<file path="config.mk">
export PLATFORM = sky130hd
export DESIGN_NAME = lstmm_modmul
export DESIGN_NICKNAME = d
export VERILOG_FILES = /design/src/sv/lstmm_pkg.sv /design/src/sv/lstmm_modmul.sv
export SDC_FILE = /design/constraint.sdc
export NUM_CORES = 1
export LEC_CHECK = 0
export BUFFER_PORTS_ARGS = -buffer_cell sky130_fd_sc_hd__buf_2
export CAP_MARGIN = 0
export CORE_MARGIN = 5
export CORE_UTILIZATION = 32
export DETAILED_ROUTE_END_ITERATION = 10
export REMOVE_ABC_BUFFERS = 1
export SLEW_MARGIN = 30
export SYNTH_ARGS = -nofsm -noshare
export SYNTH_HDL_FRONTEND = slang
export SYNTH_SLANG_ARGS = --single-unit
</file>
<file path="constraint.sdc">
create_clock -name i_clk -period 9.92 [get_ports i_clk]
set_input_delay 1.488 -clock i_clk [delete_from_list [all_inputs] [get_ports i_clk]]
set_output_delay 1.488 -clock i_clk [all_outputs]
set_load 0.01 [all_outputs]
</file>
<file path="src/sv/lstmm_pkg.sv">
// Shared types and constants of the lazy segment tree with range multiply and range sum.
package lstmm_pkg;

    localparam int LEAVES_DEF = 1024;
    localparam int VW = 30;
    localparam logic [VW-1:0] PRIME = 30'd1000000007;
    localparam logic [VW-1:0] ONE = 30'd1;

    typedef enum logic [1:0] {
        CMD_SET,
        CMD_MUL,
        CMD_SUM,
        CMD_PROD
    } t_cmd;

    typedef struct packed {
        logic [VW-1:0] lz;
        logic [VW-1:0] sum;
    } t_node;

    typedef enum logic [1:0] {
        MODE_PUSH0,
        MODE_PUSH1,
        MODE_RANGE
    } t_mode;

    typedef enum logic [4:0] {
        S_CLEAR,
        S_IDLE,
        S_DN_RD,
        S_DN_CHK,
        S_AP_RD,
        S_AP_MUL,
        S_AP_WAIT,
        S_NEXT,
        S_MID_RD,
        S_MID_GET,
        S_LOOP,
        S_ACC,
        S_UP_CHK,
        S_UP_RD0,
        S_UP_RD1,
        S_UP_RD2,
        S_UP_WR,
        S_OUT
    } t_state;

endpackage

</file>
<file path="src/sv/lstmm_modmul.sv">
// Serial modular multiplier, two multiplier bits per cycle, result modulo the prime.
module lstmm_modmul (
    input  logic                      i_clk,
    input  logic                      i_rst_n,
    input  logic                      i_start,
    input  logic [lstmm_pkg::VW-1:0]  i_a,
    input  logic [lstmm_pkg::VW-1:0]  i_b,
    output logic                      o_done,
    output logic [lstmm_pkg::VW-1:0]  o_prod
);

    localparam int STEPS = lstmm_pkg::VW / 2;
    localparam int CW = $clog2(STEPS + 1);
    localparam logic [31:0] P1 = {2'b00, lstmm_pkg::PRIME};
    localparam logic [31:0] P2 = {1'b0, lstmm_pkg::PRIME, 1'b0};

    logic [lstmm_pkg::VW-1:0] r_acc, n_acc;
    logic [lstmm_pkg::VW-1:0] r_a;
    logic [lstmm_pkg::VW-1:0] r_b;
    logic [CW-1:0]            r_cnt;
    logic                     r_run;
    logic                     r_done;

    function automatic logic [lstmm_pkg::VW-1:0] mm_step(
        input logic [lstmm_pkg::VW-1:0] acc,
        input logic [lstmm_pkg::VW-1:0] a,
        input logic                     b_in
    );
        logic [31:0] t;
        t = {1'b0, acc, 1'b0} + (b_in ? {2'b00, a} : 32'd0);
        if (t >= P2) begin
            t = t - P2;
        end else if (t >= P1) begin
            t = t - P1;
        end
        return t[lstmm_pkg::VW-1:0];
    endfunction

    always_comb begin
        n_acc = mm_step(mm_step(r_acc, r_a, r_b[lstmm_pkg::VW-1]), r_a, r_b[lstmm_pkg::VW-2]);
    end

    always_ff @(posedge i_clk) begin
        if (!i_rst_n) begin
            r_run  <= 1'b0;
            r_done <= 1'b0;
            r_cnt  <= '0;
        end else begin
            r_done <= 1'b0;
            if (i_start) begin
                r_run <= 1'b1;
                r_cnt <= CW'(STEPS);
            end else if (r_run) begin
                r_cnt <= r_cnt - 1'b1;
                if (r_cnt == CW'(1)) begin
                    r_run  <= 1'b0;
                    r_done <= 1'b1;
                end
            end
        end
    end

    always_ff @(posedge i_clk) begin
        if (i_start) begin
            r_acc <= '0;
            r_a   <= i_a;
            r_b   <= i_b;
        end else if (r_run) begin
            r_acc <= n_acc;
            r_b   <= {r_b[lstmm_pkg::VW-3:0], 2'b00};
        end
    end

    assign o_done = r_done;
    assign o_prod = r_acc;

endmodule

</file>
Yosys cells after proc, flatten, opt, wreduce, memory -nomap -nowiden. Cells that the tools add are included.

Input port bits: 63. Output and inout port bits: 31. Word-level logic and storage cells: 36. Bits in registers: 96.

$lt $le $gt $ge: 4. Bitwise logic cells: 2. $add $sub $neg: 7. Reduce and logical (&&, ||, !) cells: 2. Eq/ne operators: 1. Mux-type cells: 14.

Operators by type and width (count): 2-to-1 mux 30 bit (8); subtractor 30 bit (second input constant) (4); adder 31 x 30 -> 32 bit (2); >= comparator 32 x 30 -> 1 bit (second input constant) (2); >= comparator 32 x 31 -> 1 bit (second input constant) (2); 2-to-1 mux 4 bit (2); == test 4 x 1 -> 1 bit (second input constant) (1); 2-to-1 mux 1 bit (4); subtractor 4 x 1 -> 4 bit (second input constant) (1); OR reduction 3 bit (1); inverter 1 bit (2); nonzero test 2 bit (1).

Logic depth before layout (Yosys ltp). Gate-level depths: netlist of run 1.

Depth in word-level cells: 9. Gate-level depth with buffers: 39.

Least setup slack after synthesis of run 1. OpenSTA, ideal clock, no wires.

Kind: flip-flop to flip-flop. Start point: register r_b[29] (netlist name). End point: register r_acc (netlist bit o_prod[22]). Library setup time: 75 ps. Data required time: 9845 ps. Arrival: 9034 ps. Clock period less this slack: 9108 ps. Setup slack: 812 ps. Stages on the path, launching flop included: 36. Path through: edfxtp_1 clkbuf_1 and2_1 ha_1 fa_1 a21o_1 a221o_2 a311o_1 a21o_1 xor2_1 nand2_1 a21oi_1 and3_1 or2_2 a41o_1 clkbuf_1 clkbuf_1 o21ai_0 o21ai_0 ha_1 a21o_1 a21oi_1 xnor2_1 nand4_1 nor4b_2 nand2_1 or4_1 a211oi_1 o2111ai_1 a311oi_1 inv_1 o31ai_4 buf_2 nor3_1 a2111o_1 a31oi_1.

Word-level cells in the longest chain between the ends: 9. Elaborated cells between the ends (all ways): 15. Classes of those cells: 6 x add/sub; 4 x order compare; 5 x mux.

RTL lines: start: declaration (line lstmm_modmul.sv:19) `logic [lstmm_pkg::VW-1:0] r_b;`; start signal: assignment (line lstmm_modmul.sv:67) `r_b <= i_b;`; start signal: assignment (line lstmm_modmul.sv:70) `r_b <= {r_b[lstmm_pkg::VW-3:0], 2'b00};`; 2-to-1 mux 30 bit * (line lstmm_modmul.sv:30) `t = {1'b0, acc, 1'b0} + (b_in ? {2'b00, a} : 32'd0);`; adder 31 x 30 -> 32 bit * (line lstmm_modmul.sv:30); subtractor 30 bit / >= comparator 32 x 30 -> 1 bit (equally long branches) (line lstmm_modmul.sv:34, lstmm_modmul.sv:33); 2-to-1 mux 30 bit (line lstmm_modmul.sv:33) `end else if (t >= P1) begin`; 2-to-1 mux 30 bit * (line lstmm_modmul.sv:31) `if (t >= P2) begin`; adder 31 x 30 -> 32 bit * (line lstmm_modmul.sv:30); subtractor 30 bit / >= comparator 32 x 30 -> 1 bit (equally long branches) (line lstmm_modmul.sv:34, lstmm_modmul.sv:33); 2-to-1 mux 30 bit (line lstmm_modmul.sv:33); 2-to-1 mux 30 bit * (line lstmm_modmul.sv:31); end signal: assignment (line lstmm_modmul.sv:69) `r_acc <= n_acc;`; end: declaration (line lstmm_modmul.sv:17) `logic [lstmm_pkg::VW-1:0] r_acc, n_acc;`.

Every way passes the cells marked *; elsewhere a longest branch is shown, timed or not. A chain may end at the register's enable or synchronous reset.

Worst setup path in the final report of run 1.
Start point: register r_b[29] (netlist name). End point: register r_acc (netlist bit o_prod[25]).

The elaborated chain is that of the path after synthesis.

==> metrics.txt, run 1 <==
outcome=finished clean; Clock Power Share=8.3%; Period Utilization, post-route=95.5%; vias after detailed routing=10.0k; vias in the first global route=9500; largest net degree at the start of global routing=84; Core Util, Final=36.9%; final setup violation count=0; sequential area share after synthesis=24.7%; slew of the pin with the lowest slew margin=0.914 ns; first-pass GRT wire length=51.9 mm; First-pass DRT Iterations=5; Synth Flop Type=edfxtp_1; Total Wirelength=32.8 mm; Max-Cap Viols=0; Hold Path Stages=1; final hold violations=0; commonest non-fill, non-tap cell in the layout=nand2_1; synthesized area per cell=8.20 µm²; row count=65; Syn Inst Count=1243; met1 usage=25.3%; root buf cell=clkbuf_16; CP max stage delay=0.59 ns; Synth area leader=edfxtp_1; Seq pwr share=12.7%; Syn-to-layout area delta=13.8%; most frequent cells in the layout=nand2_1 (107), a21oi_1 (102), buf_2 (92), nor2_1 (79), and2_1 (75); Num CTS Buffers=9; clk_skew=0.0230 ns; Net Sw Power=2.53 mW; Die H=189 µm; mapped cell area=10200 µm²; minimum clock period=9.47 ns; most used cell, CP=a21o_1; P per Cell Area=401 nW/µm²; DR WL/cell=18.9 µm; Overall Global Routing Usage=18.1%; nets=1457; Critical Path AT=9.78 ns; Internal=2.12 mW; Max Slew Vio Count=0; R2R depth=32; Skew-Pair Late Insertion Delay=0.38 ns; RSZ-0062 raised after global routing=no; Initial Utilization=32.4%; CTS tree=done; Synth area leaders=edfxtp_1 (18%), ha_1 (8.1%), dfxtp_1 (7.1%); fill cell count=3258; grt met2 use=29.2%; Worst setup EP type=flop; min-delay worst type=flop to flop; GRT Residual Overflow=0; Antenna Nets Post-Route=0; startpoint types=flop; Longest Clk Path Bufs=2; Async S/R FF share, synth=0%; P_leak=4.81 nW; HPWL after DPL=25.5 mm; M3 GR Usage=2.26%; layout cells sized above 1=17.0%; Gate power share=79.0%; CTS Sinks=96; Worst Path Required=10.23 ns; Unique masters post-synth=92; initial antenna violation count=0; # port buffers=93; vias per cell=5.79; Post-synth EDFFs=60; critical path peak fanout=17; Yosys reg bits=96; H-tree levels=3; CP max stage cell=or4_1; core area=31500 µm²; die area=35500 µm²; Die Width=189 µm; gr busiest metal=met2; Switching Share=54.4%; DRC errors left=0; setup TNS=0 ns; maximum VDD drop=138 µV; First DRT Iteration DRCs=800; yosys warns=0; Slew Limit Headroom=38.3%; I/O pin total=94; clock slew at reported path FFs=0.09 ns; fmax=106 MHz; GPL Wtd Cong=0.941; CP Class=flop to flop; post-synth top area share=17.7%
==> power by group through the flow <==
stage | clock network [mW] | registers [mW] | logic [mW]
after CTS | 0.398 | 0.588 | 3.56
final | 0.387 | 0.589 | 3.68
after floorplan | 0 | 0.563 | 2.59
after detailed placement | 0 | 0.597 | 3.53
after global routing | 0.417 | 0.595 | 4.05
after global placement | 0 | 0.599 | 3.53
==> final timing paths <==
path            from    endpoint  slack [ns]
max reg2reg  r_b[29]  o_prod[25]        0.45
max          r_b[29]  o_prod[25]        0.45
min reg2reg  r_b[10]     r_b[12]        0.54
min          r_b[10]     r_b[12]        0.54
==> critical path, delay by kind of cell, from the launching register on <==
kind,cells,cell delay (ns)
AO/OA/AOI/OAI,18,4.56
AND/OR/NAND/NOR,6,2.09
adder cells (fa/ha/maj),3,0.97
buffers and inverters,1,0.20
XOR/XNOR,3,0.69
flip-flops,1,0.44
multiplexers,1,0.43
==> metal layers <==
metal / part of all wire (%) / vias up / wire, µm
met2: 45 / 358 / 14900
met5: 0 / - / 0
met4: 2.2 / 0 / 736
met3: 6.0 / 41 / 1970
met1: 46 / 4765 / 15200
li1: - / 4870 / -
==> Yosys cell counts (15+ instances only) <==
cell type    n
nand3_1     39
o21ai_0     67
xor2_1      32
ha_1        66
clkbuf_1    48
and3_1      27
inv_1       33
nor3_1      27
xnor2_1     51
and2_1      75
a21oi_1    105
nand2_1    107
edfxtp_1    60
mux2_2      30
a21o_1      42
nor2_1      79
a31oi_1     15
dfxtp_1     36
a211oi_1    18
nand4_1     18
==> final cells by class <==
type / count / area, µm² / share of cell area (%)
diodes: 1 / 2.50 / 0.0216
repair buffers: 129 / 742 / 6.39
inverters: 33 / 124 / 1.07
well taps: 402 / 503 / 4.33
clock inverters: 5 / 63.8 / 0.550
clock buffers: 11 / 253 / 2.18
flip-flops and latches: 96 / 2520 / 21.7
multi-input cells: 1057 / 7400 / 63.7
==> stage by stage <==
step | power (mW) | std cells | hold WS [ns] | instance area (µm²) | worst slack, ns
6_report | 4.65 | 1734 | 0.543 | 11600 | 0.450
5_1_grt | 5.06 | 1733 | 0.568 | 11600 | 0.0154
4_1_cts | 4.55 | 1732 | 0.544 | 11500 | 0.115
3_5_place_dp | 4.13 | 1716 | 0.532 | 11200 | 0.205
3_3_place_gp | 4.13 | 1716 | 0.529 | 11200 | 0.234
2_1_floorplan | 3.15 | 1186 | 0.505 | 9950 | 0.304
==> sequential cells by signal, summed over array words and instances (netlist names) <==
signal  cells
r_run       1
o_prod     30
o_done      1
r_b        30
r_a        30
r_cnt       4
==> cells by family (layout without fill, tap and decap cells) <==
kind of cell,after synthesis,in the layout,synth area share (%)
compound gates,409,409,28.1
xor+xnor,85,85,7.56
other cells,0,1,0
mux,35,35,3.80
buf+inv,90,178,3.58
simple gates,460,460,23.7
fa+ha+maj,68,68,8.49
flops,96,96,24.7
==> timing repair <==
item	4_1_cts	5_1_grt
setup endpoints to repair	0	30
hold buffers	0	0
resized for setup	0	14
setup buffers	0	1
endpoints found under the hold margin	0	0
Note: power is estimated with default switching activity, not from simulation.
==> run 2: changes to the inputs <==
Settings changed: CORE_ASPECT_RATIO from default to 0.9.
Clock period 9.92 ns to 7.95 ns, I/O delays scaled along.
==> metrics.txt, run 2 (synthesis gave the netlist of run 1 again) <==
DR WL/cell=18.3 µm (-3.1%); R2R Path Start=r_b[29]; failing checks=setup timing; CTS tree=done; root buf cell=clkbuf_16; GRT Residual Overflow=0 (unchanged); DRC errors left=0 (unchanged); Finished Cell Area=15800 µm² (+36%); Syn-to-layout area delta=55.0%; reg-to-reg endpoint=o_prod[6]; Die H=179 µm (-4.9%); nets=1882 (+29%); first-pass GRT wire length=60.4 mm (+16%); CP Class=flop to flop; Antenna diodes=0 (-1); R2R depth=36 (+13%); Hold Path Stages=1 (unchanged); Worst Path Required=8.23 ns (-2.00 ns); slew of the pin with the lowest slew margin=0.917 ns (+0.00303 ns); Antenna Nets Post-Route=0 (unchanged); Max-Cap Viols=0 (unchanged); most frequent cells in the layout=buf_4 (435), nand2_1 (105), buf_2 (92), a21oi_1 (87), nor2_1 (76); final setup violation count=30 (+30); clock slew at reported path FFs=0.09 ns (about the same); PnR worst setup slack=-0.643 ns (-1.09 ns); startpoint types=flop; vias after detailed routing=11.9k (+18%); CP max stage cell=or4_1; Period Utilization, post-route=108% (+13 points); H-tree levels=3 (unchanged); Worst setup EP type=flop; largest net degree at the start of global routing=50 (-40%); minimum clock period=8.59 ns (-0.877 ns); commonest non-fill, non-tap cell in the layout=buf_4; metal1 wirelength=18.7 mm (+23%); Longest Clk Path Bufs=2 (unchanged); outcome=finished with violations; die area=35500 µm² (about the same); I/O pin total=94 (unchanged); CP max stage delay=0.52 ns (-0.07 ns); DR WL met2=17.4 mm (+16%); fmax=116 MHz (+10%); Critical Path AT=8.87 ns (-0.91 ns); HPWL after DPL=30.3 mm (+19%); initial antenna violation count=1 (+1); Met3 Wirelength=2.56 mm (+30%); vias in the first global route=11.4k (+20%); # port buffers=93 (unchanged); CTS Hold Buffers Added=0 (unchanged); layout cells sized above 1=44.3% (+27 points); min-delay worst type=flop to flop; First-pass DRT Iterations=5 (unchanged); Skew-Pair Late Insertion Delay=0.38 ns (about the same); First DRT Iteration DRCs=1009 (+26%); DR top layer=met5; critical path peak fanout=7 (-10); setup TNS=-15.16 ns (-15.16 ns); row count=62 (-4.6%); vias per cell=5.47 (-5.4%); GPL Wtd Cong=0.936 (-0.56%); most used cell, CP=buf_6; clk_skew=0.0256 ns (+0.00258 ns); Area after DPL=14000 µm² (+25%); Overall Global Routing Usage=21.4% (+3.3 points); worst hold endpoint=r_b[5]; core area=31700 µm² (+0.56%); hold wc startpoint=r_b[3]; CTS Sinks=96 (unchanged); Reg2Reg Setup Slack=-0.64 ns (-1.09 ns); Slew Limit Headroom=38.8% (+0.50 points); Total Wirelength=39.8 mm (+21%); Die Width=198 µm (+5.1%); final hold violations=0 (unchanged); Num CTS Buffers=9 (unchanged); Max Slew Vio Count=0 (unchanged); Initial Utilization=32.2% (-0.18 points); RSZ-0062 raised after global routing=yes
## run 2: cell types whose count changed in the layout (fill, tap and decap cells not counted), moves of 12 or more
cell / previous run / this run
a21oi_1: 102 / 87
buf_4: 36 / 435
buf_6: 1 / 23
ha_1: 66 / 54
## run 2: worst max-delay path by stage
stage	startpoint	to	slack, ns	depth (start not counted)
after floorplan	r_b[29]	o_prod[6]	-1.67	31
after global placement	r_b[29]	o_prod[29]	-1.16	37
after detailed placement	r_b[29]	o_prod[29]	-1.30	38
after CTS	r_b[29]	o_prod[25]	-0.51	38
after global routing	r_b[29]	o_prod[6]	-0.95	38
final	r_b[29]	o_prod[6]	-0.64	36
## run 2: layer usage
layer / up-vias / global-route usage (%)
met2: 389 / 32.6
met1: 5708 / 30.7
met5: - / 0
met3: 83 / 3.50
met4: 2 / 7.20
li1: 5704 / -
## run 2: cell type report
type | count | area (µm²)
multi-input combinational | 1058 | 8300
clock inverter | 6 | 68.8
clock buffer | 10 | 229
tap | 416 | 520
timing repair buffer | 553 | 4040
fill | 2977 | 15800
sequential | 96 | 2520
inverter | 33 | 126
## run 2: timing repair
action                                  CTS  global route
resized for setup                        92           126
endpoints found under the setup margin   30            30
cloned                                    2             0
pin swaps                                58            77
buffers inserted                         26            35
hold endpoints to repair                  0             0
## run 2: critical path: cells and delay by family, from the launching register on
kind / cells / cell delay, ns
buf+inv: 7 / 0.91
xor+xnor: 2 / 0.35
simple gates: 6 / 1.36
flops: 1 / 0.44
fa+ha+maj: 3 / 0.75
compound gates: 18 / 4.69
## run 2: per-stage QoR
| stage | setup slack [ns] | hold WS (ns) | instances | util, % |
|---|---|---|---|---|
| 6_report | -0.643 | 0.538 | 2172 | 49.9 |
| 5_1_grt | -0.946 | 0.564 | 2172 | 49.9 |
| 4_1_cts | -0.512 | 0.548 | 2139 | 46.9 |
| 3_5_place_dp | -1.30 | 0.535 | 2097 | 44.1 |
| 3_3_place_gp | -1.16 | 0.529 | 2097 | 44.1 |
| 2_1_floorplan | -1.67 | 0.505 | 1186 | - |
Power of run 2 is left out: the tool's default activity adds up to more than one toggle a clock period on the data nets, which glitch-free logic cannot reach.
==> run 3: changes to the inputs <==
Settings changed: CORE_ASPECT_RATIO 0.9 to 1.4.
==> metrics.txt, run 3 (synthesis gave the netlist of run 1 again) <==
Tot Pwr=8.56 mW; minimum clock period=8.51 ns (-0.0865 ns); clock slew at reported path FFs=0.08 ns (about the same); Multi-input gate area=8080 µm² (-2.7%); DR WL met2=18.9 mm (+8.9%); failing checks=setup timing; commonest non-fill, non-tap cell in the layout=buf_4; CP Class=flop to flop; clk_skew=0.00977 ns (-0.0159 ns); GRT Residual Overflow=0 (unchanged); fmax=118 MHz (+1.0%); slew of the pin with the lowest slew margin=0.939 ns (+0.0226 ns); pre-CTS setup slack=-1.14 ns (+0.155 ns); fin cells=2131 (-1.9%); largest net degree at the start of global routing=48 (-4.0%); Initial Utilization=32.4% (+0.15 points); DR WL/cell=18.1 µm (-1.1%); Num CTS Buffers=9 (unchanged); core area=31500 µm² (-0.46%); final setup violation count=30 (unchanged); CTS tree=done; HPWL after DPL=30.7 mm (+1.2%); hold wc startpoint=r_cnt[3]; most frequent cells in the layout=buf_4 (419), nand2_1 (104), buf_2 (93), a21oi_1 (92), nor2_1 (77); initial antenna violation count=0 (-1); GPL Wtd Cong=0.949 (+1.4%); CP max stage cell=or4_4; Antenna Nets Post-Route=0 (unchanged); Net Sw Power=4.02 mW; Die Width=161 µm (-19%); root buf cell=clkbuf_16; Seq pwr share=8.5%; Area after DPL=13900 µm² (-0.76%); nets=1862 (-1.1%); Gate power share=86.3%; first-pass GRT wire length=60.0 mm (-0.66%); R2R Path Start=r_b[29]; Critical Path AT=8.77 ns (-0.10 ns); DR top layer=met4; vias in the first global route=11.7k (+3.0%); outcome=finished with violations; RSZ-0062 raised after global routing=yes; PnR worst setup slack=-0.557 ns (+0.0865 ns); CTS Hold Buffers Added=0 (unchanged); Overall Global Routing Usage=20.9% (-0.46 points); row count=77 (+24%); P_leak=6.98 nW; Antenna diodes=0 (unchanged); Die H=221 µm (+23%); Worst Setup SP=r_b[29]; Worst setup EP type=flop; Total Wirelength=38.7 mm (-3.0%); Max Slew Vio Count=0 (unchanged); Internal=4.54 mW; Clock Power Share=5.2%; Slew Limit Headroom=37.0% (-1.8 points); # port buffers=93 (unchanged); P per Cell Area=556 nW/µm²; vias after detailed routing=11.6k (-2.1%); CTS Sinks=96 (unchanged); First-pass DRT Iterations=5 (unchanged); Core Util, Final=48.8% (-1.1 points); Period Utilization, post-route=107% (-1.1 points); Met3 Wirelength=1.73 mm (-33%); setup TNS=-12.89 ns (+2.26 ns); Worst Path Required=8.21 ns (-0.02 ns); First DRT Iteration DRCs=578 (-43%); DP Cell Count=2060 (-1.8%); die area=35600 µm² (+0.13%); Switching Share=46.9%; Skew-Pair Late Insertion Delay=0.37 ns (about the same); metal1 wirelength=14.9 mm (-20%); Reg2Reg Setup Slack=-0.56 ns (+0.09 ns); Longest Clk Path Bufs=2 (unchanged); H-tree levels=3 (unchanged); startpoint types=flop; Syn-to-layout area delta=50.9%; layout cells sized above 1=42.3% (-2.0 points); Finished Cell Area=15400 µm² (-2.6%); Fin Hold WS=0.548 ns (+0.0101 ns); vias per cell=5.46 (-0.23%); critical path peak fanout=6 (-1); fill cell count=2944 (-1.1%); maximum VDD drop=359 µV; I/O pin total=94 (unchanged); Max-Cap Viols=0 (unchanged); final hold violations=0 (unchanged); CP max stage delay=0.59 ns (+0.07 ns); DRC errors left=0 (unchanged); min-delay worst type=flop to flop; sequential cell area=2520 µm² (unchanged)
## run 3: cell types whose count changed in the layout (fill, tap and decap cells not counted), sizes merged
cell,previous run,this run
buf,553,534
inv,35,37
bufinv,1,0
clkinv,3,2
o31a,6,5
## run 3: metal layers
layer	up-vias	global-route usage [%]
met5	-	0
met4	0	14.2
met3	105	3.52
met2	324	36.9
met1	5529	22.7
li1	5677	-
## run 3: what timing repair did
item                                    4_1_cts  5_1_grt
cloned                                        1        1
buffers inserted                             40       16
pin swaps                                    83       53
gates resized for setup                     109       74
endpoints found under the setup margin       30       30
## run 3: area by class of cell
| class | instances | share of cell area, % |
|---|---|---|
| multi-input combinational | 1057 | 52.5 |
| timing repair buffer | 534 | 25.2 |
| sequential | 96 | 16.4 |
| tap | 395 | 3.21 |
| clock buffer | 10 | 1.49 |
| inverter | 33 | 0.805 |
| clock inverter | 6 | 0.358 |
## run 3: critical path, delay by kind of cell, from the launching register on
kind | cells | cell delay, ns
AOI/OAI and AO/OA | 19 | 4.33
and+or+nand+nor | 5 | 1.51
adders and majority gates | 3 | 0.75
buffers and inverters | 4 | 0.58
xor gates and xnor gates | 3 | 0.43
DFF | 1 | 0.42
muxes | 1 | 0.35
## run 3: final timing paths
| kind | cells past startpoint | end |
|---|---|---|
| max reg2reg | 35 | o_prod[9] |
| max | 35 | o_prod[9] |
| min | 2 | o_done |
| min reg2reg | 2 | o_done |
## run 3: power by group through the flow
stage / clock network, mW / registers (mW) / logic (mW)
final: 0.443 / 0.730 / 7.39
after global routing: 0.470 / 0.730 / 7.98
after CTS: 0.450 / 0.728 / 6.86
after detailed placement: 0 / 0.738 / 6.09
after global placement: 0 / 0.738 / 6.03
after floorplan: 0 / 0.702 / 3.23
